===== src/hw/rtl/rdwr_pkg.sv =====
// Package for the random draw without replacement block.
// Holds shared constants, status and function codes and the cell control struct.
// No dependencies.
package rdwr_pkg;

  localparam int DEPTH_DEF = 1024;
  localparam int RAND_W    = 32;
  localparam int VAL_W     = 32;
  localparam int ST_W      = 2;
  localparam int GRP_SZ    = 32;

  typedef enum logic [ST_W-1:0] {
    ST_DRAWN    = 2'd0,
    ST_REJECTED = 2'd1,
    ST_EMPTY    = 2'd2,
    ST_REFILLED = 2'd3
  } status_t;

  localparam logic FUNC_DRAW   = 1'b0;
  localparam logic FUNC_REFILL = 1'b1;

  localparam logic REG_RANGE_LOW  = 1'b0;
  localparam logic REG_RANGE_HIGH = 1'b1;

  typedef struct packed {
    logic refill;
    logic take;
  } cell_ctl_t;

endpackage


===== src/hw/rtl/rdwr_cell.sv =====
// One pool cell: holds a single offset and shifts from its upper neighbor.
// Depends on rdwr_pkg for the cell control struct.
module rdwr_cell import rdwr_pkg::*; #(
  parameter int DEPTH = DEPTH_DEF,
  parameter int IDX   = 0,
  localparam int OFF_W = $clog2(DEPTH),
  localparam int CNT_W = $clog2(DEPTH + 1)
) (
  input  logic             clk,
  input  cell_ctl_t        ctl,
  input  logic [CNT_W-1:0] cand,
  input  logic [OFF_W-1:0] nbr_off,
  output logic [OFF_W-1:0] off,
  output logic [OFF_W-1:0] hit_off
);

  logic [OFF_W-1:0] off_r;
  logic [OFF_W-1:0] off_nxt;
  logic             at_or_above;

  assign at_or_above = cand <= CNT_W'(IDX);

  always_comb begin
    off_nxt = off_r;
    if (ctl.refill) begin
      off_nxt = OFF_W'(IDX);
    end else if (ctl.take && at_or_above) begin
      off_nxt = nbr_off;
    end
  end

  always_ff @(posedge clk) begin
    off_r <= off_nxt;
  end

  assign off     = off_r;
  assign hit_off = (cand == CNT_W'(IDX)) ? off_r : '0;

endmodule


===== config.mk =====
export PLATFORM = sky130hd
export DESIGN_NAME = rdwr_cell
export DESIGN_NICKNAME = d
export VERILOG_FILES = /design/src/hw/rtl/rdwr_pkg.sv /design/src/hw/rtl/rdwr_cell.sv
export SDC_FILE = /design/constraint.sdc
export NUM_CORES = 1
export LEC_CHECK = 0
export BUFFER_PORTS_ARGS = -buffer_cell sky130_fd_sc_hd__buf_2
export CAP_MARGIN = 20
export CORE_MARGIN = 2
export CORE_UTILIZATION = 40
export CTS_CLUSTER_SIZE = 25
export DETAILED_ROUTE_END_ITERATION = 6
export HOLD_SLACK_MARGIN = 0.12
export PLACE_DENSITY = 0.92
export RECOVER_POWER = 25
export SYNTH_ARGS = -nofsm -noshare
export SYNTH_HDL_FRONTEND = slang
export SYNTH_SLANG_ARGS = --single-unit

===== constraint.sdc =====
create_clock -name clk -period 6.2 [get_ports clk]
set_input_delay 1.55 -clock clk [delete_from_list [all_inputs] [get_ports clk]]
set_output_delay 1.55 -clock clk [all_outputs]
set_load 0.02 [all_outputs]

==> qor.log <==
[timing] time the worst path needs with I/O delays and setup 4.534 ns
[yosys] net count of the mapped netlist 83
[yosys] register area share after synthesis 0.3587
[yosys] flops & latches, synth 10
[floorplanning] DIE AREA 0.001710 mm²
[worst_setup_path] register-to-register path setup slack 5.59 ns
[cells_and_area] Antenna Cells 0
[grt] first-pass GRT wire length 1842 µm
[timing] maximum clock frequency 0.2205 GHz
[clock_network] Sink Count 10
[floorplanning] effective utilization at floorplan 0.4288
[clock_network] maximum number of buffers from clock root to sink 2
[clock_network] CTS Root Cell sky130_fd_sc_hd__clkbuf_4
[power] static power due to leakage 0.3656 nW
[timing] number of hold violations in the final report 0
[timing] sum of negative setup slack 0 ns
[detailed_routing] Via Count 542
[power] total power of the final layout 0.1209 mW
[clock_network] clock-pin transition on the worst setup and hold timing paths 0.06 ns
[detailed_routing] total met3 wirelength after detailed routing 101 µm
[hold_path] Cells on Worst Hold Path 2
[clock_network] CTS Hold Buffers Added 0
[detailed_routing] number of DRC markers in iteration 0 5
[timing] Clock Skews 0 ns
[clock_network] TritonCTS clock tree built
[yosys] number of distinct standard cells referenced by the synthesized netlist 12
[worst_setup_path] data required time of the worst path 4.65 ns
[floorplanning] core footprint 0.001301 mm²
[floorplanning] standard-cell rows 13
[timing] worst slew slack as a fraction of its limit 0.6765
[clock_network] worst-skew pair later-pin latency 0.26 ns
[detailed_routing] top layer in use met3
[detailed_routing] via density per instance 4.593
[yosys] post-synthesis area per instance 9.458 µm²
[detailed_routing] wire length on met1 504 µm
[timing] count of final setup violators 0
[cells_and_area] count of fill cells added during filler insertion 132
[yosys] number of standard cells after synthesis 59
[clock_network] CTS Buf Count 3
[grt] number of global-route vias before repair 448
[cells_and_area] combined flip-flop and latch cell area 200.2 µm²
[worst_setup_path] WP data arrival 2.98 ns
[detailed_routing] sum of met2 wire segment lengths after detailed routing 623 µm
[worst_setup_path] crit path launch type input port
[cells_and_area] number of nets in the layout 129
[grt] number of antenna violations at the first check in global routing 0
[timing] RSZ-0062 raised after global routing no
[timing] number of pins with negative max-slew slack in the final report 0
[yosys] netlist area before placement 558.0 µm²
[detailed_routing] first-pass iteration count of the detailed router 4
[detailed_routing] number of nets with antenna violations after detailed routing 0
[grt] maximum number of pins on one net before global-route repair 21
[clock_network] post-CTS setup-driven buffer insertion count 0
[detailed_routing] number of design rule violations left after detail routing 0
[cells_and_area] proportion of layout cells with a drive suffix above 1 0.4175
[placement] number of port buffers 43
[job] max-capacitance violation count 0
[grt] GRT Overall Usage 0.1691
[hold_path] HP Start off[6]$_SDFFE_PP0P_
[worst_setup_path] class of the most critical setup path in -> out
[timing] Slew @ Worst Pin 0.4826 ns
[clock_network] number of levels in the clock H-tree 1
[cells_and_area] Multi-input gate area 335.3 µm²
[timing] share of the clock period used by the worst path 0.7314
[worst_setup_path] Max Fanout on Critical Path 10
[yosys] total number of yosys warnings 0
[worst_setup_path] critical path endpoint category output port
[cells_and_area] flip-flop count of the largest register, all copies and words added 10
[placement] last weighted congestion value of the routability-driven placer 0.6613
[grt] global-route congestion overflow total 0
[power] Max VDD drop 0.09848 mV
[outcome] run status completed
[worst_setup_path] Reg2Reg Capture Point off[1]$_SDFFE_PP0P_
[cells_and_area] synthesis-to-layout area growth 42.38%
[hold_path] Worst Hold Endpoint off[6]$_SDFFE_PP0P_
[floorplanning] Top Ports 44
[clock_network] number of instances resized during post-cts repair 0
[power] Pwr Density 152.2 mW/mm²
[worst_setup_path] worst r2r path cells 2
[detailed_routing] WL per Instance 10.42 µm
[detailed_routing] total wire length after detailed routing 1229 µm
[hold_path] class of the tightest hold or removal check reg -> reg
[worst_setup_path] launch point of the worst reg-to-reg path off[1]$_SDFFE_PP0P_
[floorplanning] Die Y-Extent 41.35 µm
[floorplanning] DIE WIDTH 41.35 µm
==> cell families after synthesis <==
kind of cell  Yosys count  synth area share
buf+inv                 4           0.04036
flops                  10            0.3587
mux                    10            0.1794
simple gates           35            0.4215
==> metrics by stage <==
step	cells	hold WS (ns)	area (µm²)	setup WS (ns)	util
after floorplan	59	0.5536	558.0	1.966	-
after global placement	115	0.4660	780.7	1.664	0.6000
after detailed placement	115	0.4773	780.7	1.627	0.6000
after CTS	118	0.4862	803.3	1.628	0.6173
after global routing	118	0.5047	794.5	1.521	0.6106
final	118	0.4857	794.5	1.666	0.6106
==> per-layer routing <==
| metal | global-route usage | up-vias |
|---|---|---|
| li1 | - | 280 |
| met1 | 0.1922 | 237 |
| met2 | 0.2773 | 25 |
| met3 | 0.03723 | 0 |
| met4 | 0.1210 | 0 |
| met5 | 0 | - |
==> synthesized netlist by cell type <==
| cell type | n | area (µm²) |
|---|---|---|
| sky130_fd_sc_hd__nor3_2 | 1 | 10.01 |
| sky130_fd_sc_hd__buf_6 | 1 | 11.26 |
| sky130_fd_sc_hd__or4_4 | 1 | 11.26 |
| sky130_fd_sc_hd__or4_1 | 1 | 7.510 |
| sky130_fd_sc_hd__nor4_2 | 1 | 12.51 |
| sky130_fd_sc_hd__inv_1 | 1 | 3.750 |
| sky130_fd_sc_hd__nand2b_1 | 20 | 125.1 |
| sky130_fd_sc_hd__and2_1 | 10 | 62.56 |
| sky130_fd_sc_hd__dfxtp_1 | 10 | 200.2 |
| sky130_fd_sc_hd__or3_1 | 1 | 6.260 |
| sky130_fd_sc_hd__clkbuf_1 | 2 | 7.510 |
| sky130_fd_sc_hd__mux2i_1 | 10 | 100.1 |
==> worst max-delay path by stage <==
stage                  from         end  slack, ns  depth (start not counted)
floorplan           cand[1]  hit_off[0]       1.97                          3
global placement    cand[1]  hit_off[7]       1.66                          5
detailed placement  cand[1]  hit_off[8]       1.63                          5
CTS                 cand[1]  hit_off[8]       1.63                          5
global route        cand[1]  hit_off[9]       1.52                          5
finish              cand[1]  hit_off[8]       1.67                          5
==> critical path, stage by stage <==
cell and delay, ns:
sky130_fd_sc_hd__buf_2 0.09, sky130_fd_sc_hd__or4_4 0.54, sky130_fd_sc_hd__nor3_2 0.45, sky130_fd_sc_hd__and2_1 0.19
sky130_fd_sc_hd__buf_2 0.16
==> placed cells by master, fill, tap and decap left out <==
| cell type | count |
|---|---|
| sky130_fd_sc_hd__or3_1 | 1 |
| sky130_fd_sc_hd__or4_4 | 1 |
| sky130_fd_sc_hd__clkbuf_4 | 3 |
| sky130_fd_sc_hd__inv_1 | 1 |
| sky130_fd_sc_hd__or4_1 | 1 |
| sky130_fd_sc_hd__dfxtp_1 | 10 |
| sky130_fd_sc_hd__nand2b_1 | 20 |
| sky130_fd_sc_hd__buf_4 | 1 |
| sky130_fd_sc_hd__buf_2 | 36 |
| sky130_fd_sc_hd__nor3_2 | 1 |
| sky130_fd_sc_hd__clkbuf_1 | 7 |
| sky130_fd_sc_hd__and2_1 | 10 |
| sky130_fd_sc_hd__mux2i_1 | 10 |
| sky130_fd_sc_hd__nor4_2 | 1 |
==> cell type report <==
| cell class | instances | share of cell area |
|---|---|---|
| Clock buffer | 3 | 0.02835 |
| Tap cell | 15 | 0.02362 |
| Inverter | 1 | 0.004724 |
| Timing Repair Buffer | 44 | 0.2693 |
| Multi-Input combinational cell | 45 | 0.4220 |
| Sequential cell | 10 | 0.2520 |
==> power breakdown <==
part | switching, mW | internal (mW)
logic | 0.00432 | 0.00817
clock network | 0.0218 | 0.0224
registers | 0.00000837 | 0.0642
total | 0.0261 | 0.0948
Power figures use the tool's default switching activity.
